`src/hdl/qsu_pkg.sv`:
```
package qsu_pkg;

  // One input request: a data byte or the end-of-data marker.
  typedef struct packed {
    logic       kind;
    logic [7:0] in_byte;
  } item_t;

  // One decoded result.
  typedef struct packed {
    logic [7:0] out_byte;
    logic [1:0] status;
    logic       last_of_run;
  } result_t;

  localparam int MAX_RESULTS = 3;

  // All results that one request causes, in order, with their count.
  typedef struct packed {
    result_t [MAX_RESULTS-1:0] slot;
    logic    [1:0]             count;
  } res_bundle_t;

  typedef enum logic [2:0] {
    MODE_IDLE = 3'd0,
    MODE_STR  = 3'd1,
    MODE_ESC  = 3'd2,
    MODE_HEX  = 3'd3,
    MODE_OCT  = 3'd4
  } mode_t;

  localparam logic       KIND_DATA = 1'b0;
  localparam logic       KIND_END  = 1'b1;

  localparam logic [1:0] ST_DATA    = 2'd0;
  localparam logic [1:0] ST_CLOSED  = 2'd1;
  localparam logic [1:0] ST_BAD_HEX = 2'd2;
  localparam logic [1:0] ST_UNTERM  = 2'd3;

  localparam logic [7:0] CH_DQUOTE = 8'h22;
  localparam logic [7:0] CH_SQUOTE = 8'h27;
  localparam logic [7:0] CH_BSLASH = 8'h5C;

  localparam logic [15:0] UTF8_MAX1  = 16'h007F;
  localparam logic [15:0] UTF8_MAX2  = 16'h07FF;
  localparam logic [7:0]  UTF8_LEAD2 = 8'hC0;
  localparam logic [7:0]  UTF8_LEAD3 = 8'hE0;
  localparam logic [7:0]  UTF8_CONT  = 8'h80;
  localparam logic [15:0] MASK_2_HI  = 16'h07C0;
  localparam logic [15:0] MASK_3_HI  = 16'hF000;
  localparam logic [15:0] MASK_3_MID = 16'h0FC0;
  localparam logic [15:0] MASK_LOW6  = 16'h003F;

endpackage

```
`src/hdl/qsu_parse.sv`:
```
module qsu_parse (
  input  logic                clk,
  input  logic                rst,
  input  logic                take,
  input  qsu_pkg::item_t      item,
  output qsu_pkg::res_bundle_t bundle
);
  import qsu_pkg::*;

  typedef struct packed {
    mode_t       mode;
    logic        quote_is_single;
    logic [2:0]  digit_count;
    logic [15:0] escape_value;
    logic        hex_is_unicode;
  } state_t;

  state_t      st;
  state_t      st_next;
  res_bundle_t bd;
  logic [7:0]  b;
  logic [7:0]  q;
  logic        at_end;
  logic        hex_ok;
  logic [3:0]  hex_val;
  logic        is_oct;
  logic [15:0] hex_acc;
  logic [2:0]  cnt_inc;

  function automatic res_bundle_t push(res_bundle_t d, logic [7:0] byt, logic [1:0] stat);
    res_bundle_t r;
    r = d;
    r.slot[r.count].out_byte    = (stat == ST_DATA) ? byt : 8'h00;
    r.slot[r.count].status      = stat;
    r.slot[r.count].last_of_run = 1'b0;
    r.count = r.count + 2'd1;
    return r;
  endfunction

  function automatic res_bundle_t push_utf8(res_bundle_t d, logic [15:0] v);
    res_bundle_t r;
    r = d;
    if (v <= UTF8_MAX1) begin
      r = push(r, v[7:0], ST_DATA);
    end else if (v <= UTF8_MAX2) begin
      r = push(r, UTF8_LEAD2 + 8'((v & MASK_2_HI) >> 6), ST_DATA);
      r = push(r, UTF8_CONT + 8'(v & MASK_LOW6), ST_DATA);
    end else begin
      r = push(r, UTF8_LEAD3 + 8'((v & MASK_3_HI) >> 12), ST_DATA);
      r = push(r, UTF8_CONT + 8'((v & MASK_3_MID) >> 6), ST_DATA);
      r = push(r, UTF8_CONT + 8'(v & MASK_LOW6), ST_DATA);
    end
    return r;
  endfunction

  assign b       = item.in_byte;
  assign at_end  = (item.kind == KIND_END);
  assign q       = st.quote_is_single ? CH_SQUOTE : CH_DQUOTE;
  assign is_oct  = (b >= "0") && (b <= "7");
  assign hex_acc = {st.escape_value[11:0], hex_val};
  assign cnt_inc = st.digit_count + 3'd1;

  always_comb begin
    hex_ok  = 1'b1;
    hex_val = 4'd0;
    if ((b >= "0") && (b <= "9")) begin
      hex_val = 4'(b - "0");
    end else if ((b >= "a") && (b <= "f")) begin
      hex_val = 4'(b - "a" + 8'd10);
    end else if ((b >= "A") && (b <= "F")) begin
      hex_val = 4'(b - "A" + 8'd10);
    end else begin
      hex_ok = 1'b0;
    end
  end

  always_comb begin
    st_next = st;
    bd      = '0;
    unique case (st.mode)
      MODE_STR: begin
        if (at_end) begin
          bd = push(bd, 8'h00, ST_UNTERM);
          st_next.mode = MODE_IDLE;
        end else if (b == q) begin
          bd = push(bd, 8'h00, ST_CLOSED);
          st_next.mode = MODE_IDLE;
        end else if (b == CH_BSLASH) begin
          st_next.mode = MODE_ESC;
        end else begin
          bd = push(bd, b, ST_DATA);
        end
      end
      MODE_ESC: begin
        if (at_end) begin
          bd = push(bd, 8'h00, ST_UNTERM);
          st_next.mode = MODE_IDLE;
        end else begin
          st_next.mode = MODE_STR;
          case (b) inside
            "u", "x": begin
              st_next.mode           = MODE_HEX;
              st_next.hex_is_unicode = (b == "u");
              st_next.digit_count    = 3'd0;
              st_next.escape_value   = 16'h0000;
            end
            ["0":"7"]: begin
              st_next.mode         = MODE_OCT;
              st_next.digit_count  = 3'd1;
              st_next.escape_value = {13'd0, b[2:0]};
            end
            CH_DQUOTE, CH_SQUOTE: begin
              if (b != q) begin
                bd = push(bd, CH_BSLASH, ST_DATA);
              end
              bd = push(bd, b, ST_DATA);
            end
            "/":       bd = push(bd, "/", ST_DATA);
            CH_BSLASH: bd = push(bd, CH_BSLASH, ST_DATA);
            "b":       bd = push(bd, 8'h08, ST_DATA);
            "f":       bd = push(bd, 8'h0C, ST_DATA);
            "r":       bd = push(bd, 8'h0D, ST_DATA);
            "n":       bd = push(bd, 8'h0A, ST_DATA);
            "t":       bd = push(bd, 8'h09, ST_DATA);
            "v":       bd = push(bd, 8'h0B, ST_DATA);
            "a":       bd = push(bd, 8'h07, ST_DATA);
            default: begin
              bd = push(bd, CH_BSLASH, ST_DATA);
              bd = push(bd, b, ST_DATA);
            end
          endcase
        end
      end
      MODE_HEX: begin
        if (at_end || !hex_ok) begin
          bd = push(bd, 8'h00, ST_BAD_HEX);
          st_next.mode = MODE_IDLE;
        end else begin
          st_next.escape_value = hex_acc;
          st_next.digit_count  = cnt_inc;
          if (cnt_inc >= (st.hex_is_unicode ? 3'd4 : 3'd2)) begin
            if (st.hex_is_unicode) begin
              bd = push_utf8(bd, hex_acc);
            end else begin
              bd = push(bd, hex_acc[7:0], ST_DATA);
            end
            st_next.mode = MODE_STR;
          end
        end
      end
      MODE_OCT: begin
        if (at_end) begin
          bd = push_utf8(bd, st.escape_value);
          bd = push(bd, 8'h00, ST_UNTERM);
          st_next.mode = MODE_IDLE;
        end else if (is_oct && (st.digit_count < 3'd3)) begin
          st_next.escape_value = {st.escape_value[12:0], b[2:0]};
          st_next.digit_count  = cnt_inc;
          if (cnt_inc >= 3'd3) begin
            bd = push_utf8(bd, {st.escape_value[12:0], b[2:0]});
            st_next.mode = MODE_STR;
          end
        end else begin
          // The run is over: flush its value, then treat the byte as string text.
          bd = push_utf8(bd, st.escape_value);
          st_next.mode = MODE_STR;
          if (b == q) begin
            bd = push(bd, 8'h00, ST_CLOSED);
            st_next.mode = MODE_IDLE;
          end else if (b == CH_BSLASH) begin
            st_next.mode = MODE_ESC;
          end else begin
            bd = push(bd, b, ST_DATA);
          end
        end
      end
      default: begin
        st_next.mode = MODE_IDLE;
        if (!at_end && ((b == CH_DQUOTE) || (b == CH_SQUOTE))) begin
          st_next.quote_is_single = (b == CH_SQUOTE);
          st_next.mode            = MODE_STR;
        end
      end
    endcase
    for (int i = 0; i < MAX_RESULTS; i++) begin
      bd.slot[i].last_of_run = (bd.count != 2'd0) && (2'(i) == (bd.count - 2'd1));
    end
  end

  assign bundle = bd;

  always_ff @(posedge clk) begin
    if (rst) begin
      st.mode            <= MODE_IDLE;
      st.quote_is_single <= 1'b0;
      st.digit_count     <= 3'd0;
      st.escape_value    <= 16'h0000;
      st.hex_is_unicode  <= 1'b0;
    end else if (take) begin
      st <= st_next;
    end
  end

endmodule

```
`src/hdl/qsu_out_buf.sv`:
```
module qsu_out_buf (
  input  logic                 clk,
  input  logic                 rst,
  input  logic                 load,
  input  qsu_pkg::res_bundle_t bundle,
  output logic                 room,
  output logic                 result_valid,
  input  logic                 result_stall,
  output qsu_pkg::result_t     result
);
  import qsu_pkg::*;

  result_t [MAX_RESULTS-1:0] slots;
  logic [1:0] cnt;
  logic [1:0] rd;
  logic       taken;

  assign result_valid = (cnt != 2'd0);
  assign result       = slots[rd];
  assign taken        = result_valid && !result_stall;
  // Room for a new run once the pending one is gone or its last result leaves now.
  assign room         = (cnt == 2'd0) || ((cnt == 2'd1) && !result_stall);

  always_ff @(posedge clk) begin
    if (load) begin
      slots <= bundle.slot;
    end
  end

  always_ff @(posedge clk) begin
    if (rst) begin
      cnt <= 2'd0;
      rd  <= 2'd0;
    end else if (load) begin
      cnt <= bundle.count;
      rd  <= 2'd0;
    end else if (taken) begin
      cnt <= cnt - 2'd1;
      rd  <= (cnt == 2'd1) ? 2'd0 : rd + 2'd1;
    end
  end

endmodule

```
`src/hdl/quoted_string_unescape_utf8.sv`:
```
// Quoted-string unescaper with UTF-8 output.
// A request's first result is offered in the cycle after it is accepted.
// Throughput: one request per cycle unless stalled; a request causing n
// results holds the next while the buffer drains them one per cycle.
// Reset: synchronous, active high; returns to idle outside any string and
// discards any results not yet delivered.
module quoted_string_unescape_utf8 (
  input  logic             clk,
  input  logic             rst,
  input  logic             item_valid,
  output logic             item_stall,
  input  qsu_pkg::item_t   item,
  output logic             result_valid,
  input  logic             result_stall,
  output qsu_pkg::result_t result
);
  import qsu_pkg::*;

  // The parser holds the lexer state and decodes each accepted request in
  // one pass into up to three results, which the buffer then hands out in
  // order, one per cycle unless stalled. It takes a new run in the same cycle
  // its final pending result leaves, so plain text streams without gaps.
  res_bundle_t bundle;
  logic        room;
  logic        accept;

  assign item_stall = !room;
  assign accept     = item_valid && room;

  qsu_parse u_parse (
    .clk    (clk),
    .rst    (rst),
    .take   (accept),
    .item   (item),
    .bundle (bundle)
  );

  // Requests that cause no result (idle bytes, opening quotes, escape
  // prefixes) only move the parser state and never touch the buffer.
  qsu_out_buf u_out_buf (
    .clk          (clk),
    .rst          (rst),
    .load         (accept && (bundle.count != 2'd0)),
    .bundle       (bundle),
    .room         (room),
    .result_valid (result_valid),
    .result_stall (result_stall),
    .result       (result)
  );

  // A new request is taken only when no earlier result would be overwritten.
  a_no_overrun: assert property (@(posedge clk) disable iff (rst)
    accept |-> (!result_valid || (result.last_of_run && !result_stall)))
    else $error("request accepted while earlier results were pending");

  // Status results always end their run.
  a_status_last: assert property (@(posedge clk) disable iff (rst)
    (result_valid && (result.status != ST_DATA)) |-> result.last_of_run)
    else $error("status result not marked last of run");

  // Status results carry a zero byte.
  a_status_zero: assert property (@(posedge clk) disable iff (rst)
    (result_valid && (result.status != ST_DATA)) |-> (result.out_byte == 8'h00))
    else $error("status result with nonzero byte");

  // After a non-final result is taken, another result of the run follows.
  a_run_continues: assert property (@(posedge clk) disable iff (rst)
    (result_valid && !result_stall && !result.last_of_run) |=> result_valid)
    else $error("run ended without a last result");

endmodule

```
`config.mk`:
```
export PLATFORM = sky130hd
export DESIGN_NAME = quoted_string_unescape_utf8
export DESIGN_NICKNAME = d
export VERILOG_FILES = /design/src/hdl/qsu_pkg.sv /design/src/hdl/qsu_parse.sv /design/src/hdl/qsu_out_buf.sv /design/src/hdl/quoted_string_unescape_utf8.sv
export SDC_FILE = /design/constraint.sdc
export NUM_CORES = 1
export LEC_CHECK = 0
export BUFFER_PORTS_ARGS = -buffer_cell sky130_fd_sc_hd__buf_2
export CAP_MARGIN = 25
export CORE_MARGIN = 2
export CORE_UTILIZATION = 53
export CTS_CLUSTER_SIZE = 12
export DETAILED_ROUTE_END_ITERATION = 6
export PLACE_DENSITY = 0.74
export REMOVE_ABC_BUFFERS = 1
export SLEW_MARGIN = 30
export SYNTH_ARGS = -nofsm -noshare
export SYNTH_HDL_FRONTEND = slang
export SYNTH_SLANG_ARGS = --single-unit
```
`constraint.sdc`:
```
create_clock -name clk -period 5.2 [get_ports clk]
set_input_delay 0.26 -clock clk [delete_from_list [all_inputs] [get_ports clk]]
set_output_delay 0.26 -clock clk [all_outputs]
set_load 0.01 [all_outputs]
```
==> impl_metrics.json, run 1 <==
{
  "avgViaCountPerCell": 7.17,
  "max_slew_margin_pct": 30.8,
  "yosys.cell_count.top_type": "nor2_1",
  "total_neg_setup_slack_ns": 0,
  "total_placed_instance_area_mm2": 0.00525,
  "post_cts_resize_count": 0,
  "number_of_global_route_vias_before_repair": 4944,
  "finalCriticalPeriod_ns": 3.41,
  "core_area_mm2": 0.00964,
  "clock-root-buffer": "clkbuf_8",
  "synth.yosys.seq_area_share_pct": 29.9,
  "worst_ep_arrival_time_ns": 3.42,
  "final.setup_skew_ns": 0.0121,
  "track_usage_pct": 36.3,
  "grt-ovfl-total": 0,
  "cts_h_tree_depth": 3,
  "num-nets-final": 666,
  "totalPowerFinal_uw": 2160,
  "max-clock-path-buffers": 2,
  "dominantRegCellSynth": "edfxtp_1",
  "clkLatencyLatePin_ns": 0.36,
  "grt_pass1_wl_mm": 28.6,
  "slew_viol_final": 0,
  "final-instance-count-excl-fill": 781,
  "timing_worst_setup_path_type": "reg2reg",
  "number_of_placement_rows": 36,
  "gp_congestion": 1.09,
  "static-leakage-power_uw": 0.00181,
  "layout.cell_area.non_filler_mm2": 0.00544,
  "synth.ff_latch_count": 61,
  "ir_drop_mv": 0.271,
  "setup_viol_count_final": 0,
  "buffer_ports.inserted": 25,
  "max_freq_mhz": 293,
  "synth_enable_flop_cells": 33,
  "finalHoldViolCount": 0,
  "start_util_pct": 53.9,
  "dpl.hpwl_mm": 13.2,
  "top_cell_types_by_occurrence_after_synthesis": "nor2_1, nand2_1, a21oi_1",
  "crit_end_category": "flip-flop",
  "crit_required_ns": 5.21,
  "rsz0062_at_grt": "false",
  "dieHeight_um": 103,
  "synth_largest_type_area_fraction_pct": 19.1,
  "grt_max_degree": 38,
  "drcViolationCount": 0,
  "final_clock_period_utilization_by_the_worst_path_pct": 65.6,
  "die_w_um": 103,
  "critPathLaunchType": "flip-flop",
  "cts_tree": "built",
  "series_of_cell_instances_along_the_critical_path": "nor4_1 -> nand2_1 -> nor2_1 -> o21a_1 -> a221oi_2 -> a21oi_2 -> buf_4",
  "pwr_dens_mw_per_mm2": 397,
  "mappedNetlistArea_mm2": 0.00520,
  "cts_made_buffers": 9,
  "holdBufCountCts": 0,
  "detail_route.wl_per_cell_um": 24.1,
  "synth.distinct_cells": 82,
  "asyncSetResetFlopFracSynth_pct": 0,
  "max_stage_delay_ns": 0.67,
  "pin_count": 26,
  "worst_slew_pin_slew_ns": 1.02,
  "die-area_mm2": 0.0106,
  "routed-via-count": 5600,
  "cp_slowest_cell": "nor4_1",
  "synthTopCellsByArea": "edfxtp_1, dfxtp_1, nor2_1, a21oi_1, o21ai_0",
  "yosys.area.top_type": "edfxtp_1",
  "area_delta_synth_final_pct": 4.60,
  "drtPass1Iterations": 7,
  "status": "finished clean",
  "drt_first_iter_violations": 849,
  "post_synth_inst_count": 661,
  "whs_ns": 0.241,
  "clk_pin_slew_ns": 0.07,
  "routed_wl_mm": 18.9,
  "yosys_warnings": 0,
  "number_of_antenna_violations_at_the_first_check_in_global_routing": 0,
  "clock_sink_count": 61,
  "antenna_cells_inserted": 0,
  "synth_area_per_cell_um2": 7.86,
  "worst-path-max-fanout": 33,
  "post_route_cells_drive_above_1_share_pct": 11.7,
  "maxCapViolations": 0,
  "placedCellCount": 765,
  "worst_hold_path_type": "in2reg",
  "postCtsSetupBuffers": 0,
  "ant_nets": 0
}
==> cell usage in the layout (no fill, tap or decap), drive strengths merged, types with 13 or more instances in the layout <==
master	n
mux2i	17
buf	30
o21ai	51
a211oi	27
a31oi	13
edfxtp	33
nor3	20
nor2	78
nor4	13
inv	13
dfxtp	28
nand2	54
a21oi	54
nand3	20
a22oi	23
==> stage by stage <==
stage	util [%]	worst slack, ns
after global placement	54.5	1.84
after CTS	56.3	1.53
after detailed placement	54.5	1.60
after floorplan	-	0.985
after global routing	56.4	1.57
final	56.4	1.79
==> worst max-delay path, delay by kind of cell, from the launching register on <==
family | cells | cell delay [ns]
and+or+nand+nor | 3 | 1.76
AOI/OAI and AO/OA | 3 | 0.52
buffers and inverters | 1 | 0.38
DFF | 1 | 0.37
==> flip-flops by register name, indices dropped and copies added (netlist names) <==
| name | cells |
|---|---|
| u_out_buf.cnt | 2 |
| u_parse.hex_acc | 12 |
| u_out_buf.rd | 2 |
| u_out_buf.slots | 33 |
| u_parse.st | 12 |
==> area by class of cell <==
| type | count | area, um2 |
|---|---|---|
| multi-input cells | 528 | 3320 |
| fillers | 952 | 4200 |
| repair buffers | 30 | 163 |
| clock buffers | 11 | 131 |
| flip-flops and latches | 61 | 1550 |
| well taps | 133 | 166 |
| inverters | 13 | 48.8 |
| clock inverters | 5 | 51.3 |
==> path summary, 6_finish.rpt <==
path | endpoint | slack [ns] | startpoint | cells past startpoint
min reg2reg | u_parse.st[14] | 0.52 | u_parse.st[14] | 2
max reg2reg | u_out_buf.slots[10] | 1.79 | u_parse.st[13] | 7
min | u_out_buf.rd[0] | 0.24 | result_stall | 3
max | u_out_buf.slots[10] | 1.79 | u_parse.st[13] | 7
==> per-layer routing <==
| metal | up-vias | GRT usage [%] | wire (um) |
|---|---|---|---|
| met5 | - | 0 | 0 |
| met4 | 0 | 18.6 | 970 |
| met3 | 89 | 9.15 | 2390 |
| met2 | 444 | 52.6 | 8010 |
| met1 | 2592 | 49.9 | 7480 |
| li1 | 2475 | - | - |
==> report_power, final <==
group | switching [uW] | total (uW) | leakage, uW | internal (uW)
sequential | 126 | 740 | 0.000538 | 614
combinational | 674 | 1010 | 0.00118 | 333
clock | 194 | 413 | 0.0000907 | 218
total | 994 | 2160 | 0.00181 | 1170
==> kinds of logic after synthesis <==
kind of cell / synth area share [%]
and+or+nand+nor: 26.0
AOI/OAI and AO/OA: 31.7
buffers and inverters: 6.36
DFF: 29.9
muxes: 3.27
adders and majority gates: 2.41
xor gates and xnor gates: 0.506
Note: power is estimated with default switching activity, not from simulation.
==> inputs of run 2 (changes only) <==
ABC_AREA = 1   (was not set)
PLACE_DENSITY = 0.77   (was 0.74)
clock period = 2.85 ns   (was 5.2 ns; I/O delays follow)
==> impl_metrics.json, run 2 <==
{
  "ant_nets": 0,
  "grt_max_degree": 35,
  "number_of_global_route_vias_before_repair": 5278,
  "crit_end_category": "flip-flop",
  "final-instance-count-excl-fill": 868,
  "start_util_pct": 54.3,
  "total_placed_instance_area_mm2": 0.00529,
  "drtPass1Iterations": 7,
  "cts_tree": "built",
  "track_usage_pct": 38.7,
  "synth.distinct_cells": 50,
  "clk_pin_slew_ns": 0.08,
  "number_of_antenna_violations_at_the_first_check_in_global_routing": 0,
  "rr_startpoint": "u_parse.st[17]",
  "max_freq_mhz": 376,
  "worst_hold_startpoint": "rst",
  "worst_slew_pin_slew_ns": 0.747,
  "cts_made_buffers": 9,
  "post_synth_inst_count": 722,
  "avgViaCountPerCell": 6.75,
  "post_route_cells_drive_above_1_share_pct": 15.6,
  "setup_viol_count_final": 0,
  "grt_use_met3_pct": 8.74,
  "maxCapViolations": 0,
  "grt-ovfl-total": 0,
  "clkLatencyLatePin_ns": 0.37,
  "detail_route.wl_per_cell_um": 22.8,
  "mappedNetlistArea_mm2": 0.00500,
  "core_area_mm2": 0.00920,
  "final_util_pct": 59.9,
  "path_buf_inv": 1,
  "static-leakage-power_uw": 0.00233,
  "max_stage_delay_ns": 0.43,
  "multi_input_area_mm2": 0.00299,
  "largest-register": "u_out_buf.slots",
  "worst_hold_path_type": "in2reg",
  "final.setup_skew_ns": 0.0156,
  "max-clock-path-buffers": 2,
  "finalHoldViolCount": 0,
  "grt_most_used_layer": "met2",
  "dieHeight_um": 101,
  "synth_largest_type_area_fraction_pct": 19.8,
  "regArea_mm2": 0.00155,
  "layout_commonest_cell": "nand2_1",
  "dpl.hpwl_mm": 15.1,
  "status": "finished clean",
  "dominantRegCellSynth": "edfxtp_1",
  "layout.cell_area.non_filler_mm2": 0.00551,
  "pin_count": 26,
  "routed-via-count": 5861,
  "max_slew_margin_pct": 50.1,
  "clock-root-buffer": "clkbuf_8",
  "area_delta_synth_final_pct": 10.2,
  "worst-path-max-fanout": 34,
  "ir_drop_mv": 0.630,
  "largest_register_ffs": 33,
  "launch_point_of_the_worst_path": "u_parse.st[17]",
  "yosys.area.top_type": "edfxtp_1",
  "leading_cell_types_in_the_layout_fill_and_taps_excluded": "nand2_1, nor2_1, inv_1, nand3_1, o21ai_0",
  "routed_wl_mm": 19.8,
  "timing.critical_path.max_delay_family": "simple AND/OR/NAND/NOR gates",
  "antenna_cells_inserted": 0,
  "yosys.cell_count.top_type": "nand2_1",
  "final_clock_period_utilization_by_the_worst_path_pct": 93.4,
  "yosys_warnings": 0,
  "series_of_cell_instances_along_the_critical_path": "inv_1 -> ha_1 -> ha_1 -> nand2_1 -> nand2_1 -> a21oi_2 -> nor2_1 -> nand2_1 -> nand2_1 -> nor2_2 -> nand3_4 -> nand2_4 -> nand2_8 -> nor2_4 -> nor2_1 -> nor2_1",
  "drt_first_iter_violations": 838,
  "buffer_ports.inserted": 25,
  "gp_congestion": 1.18,
  "drcViolationCount": 0,
  "synth_enable_flop_cells": 33,
  "synthTopCellsByArea": "edfxtp_1, dfxtp_1, nand2_1, nor2_1, inv_1",
  "cell_repeated_most_along_the_worst_path": "nand2_1",
  "pwr_dens_mw_per_mm2": 828,
  "die-area_mm2": 0.0102,
  "grt_pass1_wl_mm": 29.6,
  "whs_ns": 0.0301,
  "finalCriticalPeriod_ns": 2.66,
  "synth.ff_latch_count": 61,
  "slew_viol_final": 0,
  "worst_ep_arrival_time_ns": 2.95,
  "holdBufCountCts": 0,
  "asyncSetResetFlopFracSynth_pct": 0,
  "grtUsageMet2_pct": 61.6,
  "fillerInstances": 848,
  "cts_h_tree_depth": 3,
  "top_cell_types_by_occurrence_after_synthesis": "nand2_1, nor2_1, inv_1",
  "crit_required_ns": 3.14,
  "timing_worst_setup_path_type": "reg2reg",
  "die_w_um": 101,
  "cp_slowest_cell": "dfxtp_1",
  "totalPowerFinal_uw": 4560,
  "num-nets-final": 775,
  "synth.yosys.seq_area_share_pct": 31.0,
  "clock_sink_count": 61,
  "grt_use_met1_pct": 50.0,
  "placedCellCount": 852,
  "synth_area_per_cell_um2": 6.92,
  "number_of_placement_rows": 35,
  "critPathLaunchType": "flip-flop"
}
## run 2: cell types whose count changed in the layout (fill, tap and decap cells not counted), sizes merged, moves of 25 or more
cell and change:
a211oi -25, inv +74, nand2 +96, nand3 +37
nor2 +32, o22ai +25
## run 2: worst paths after layout
check | end | slack, ns | cells after the start
worst max-delay path | u_out_buf.cnt[1] | 0.19 | 16
worst min-delay path | u_parse.st[23] | 0.03 | 2
worst max register to register | u_out_buf.cnt[1] | 0.19 | 16
worst min register to register | u_parse.st[19] | 0.54 | 2
## run 2: through the flow
stage / worst slack [ns] / TNS [ns]
5_1_grt: -0.0280 / -0.0280
3_5_place_dp: 0.112 / 0
6_report: 0.189 / 0
2_1_floorplan: 0.468 / 0
4_1_cts: 0.0753 / 0
3_3_place_gp: 0.278 / 0
## run 2: report_power, final
group / switching, uW / internal (uW) / leakage (uW)
clock network: 380 / 457 / 0.000108
logic: 1730 / 726 / 0.00169
registers: 116 / 1160 / 0.000537
total: 2220 / 2340 / 0.00233
## run 2: per-layer routing
layer | up-vias | wire, um
met3 | 113 | 2460
li1 | 2587 | -
met4 | 0 | 1140
met2 | 491 | 8810
met5 | - | 0
met1 | 2670 | 7370
## run 2: timing repair
| action | 4_1_cts | 5_1_grt |
|---|---|---|
| endpoints found under the setup margin | 0 | 36 |
| setup buffers | 0 | 0 |
| resized for setup | 0 | 2 |
## run 2: cells by family after synthesis
family	count (synthesis)	synth area share [%]
AOI/OAI and AO/OA	187	23.7
xor gates and xnor gates	1	0.175
adders and majority gates	10	2.50
buffers and inverters	115	9.39
DFF	61	31.0
and+or+nand+nor	348	33.2
## run 2: final cells by class
cell class	instances	share of cell area, %
clock inverter	5	1.04
sequential	61	28.2
tap	111	2.52
timing repair buffer	45	5.00
clock buffer	11	2.77
multi-input combinational	546	54.3
inverter	89	6.25
## run 2: worst register-to-register path, cell delays in order (launching register included)
cell,delay [ns]
dfxtp_1,0.43
inv_1,0.09
ha_1,0.34
ha_1,0.29
nand2_1,0.07
nand2_1,0.06
a21oi_2,0.21
nor2_1,0.06
nand2_1,0.08
nand2_1,0.08
nor2_2,0.15
nand3_4,0.11
nand2_4,0.13
nand2_8,0.18
nor2_4,0.14
nor2_1,0.05
nor2_1,0.10
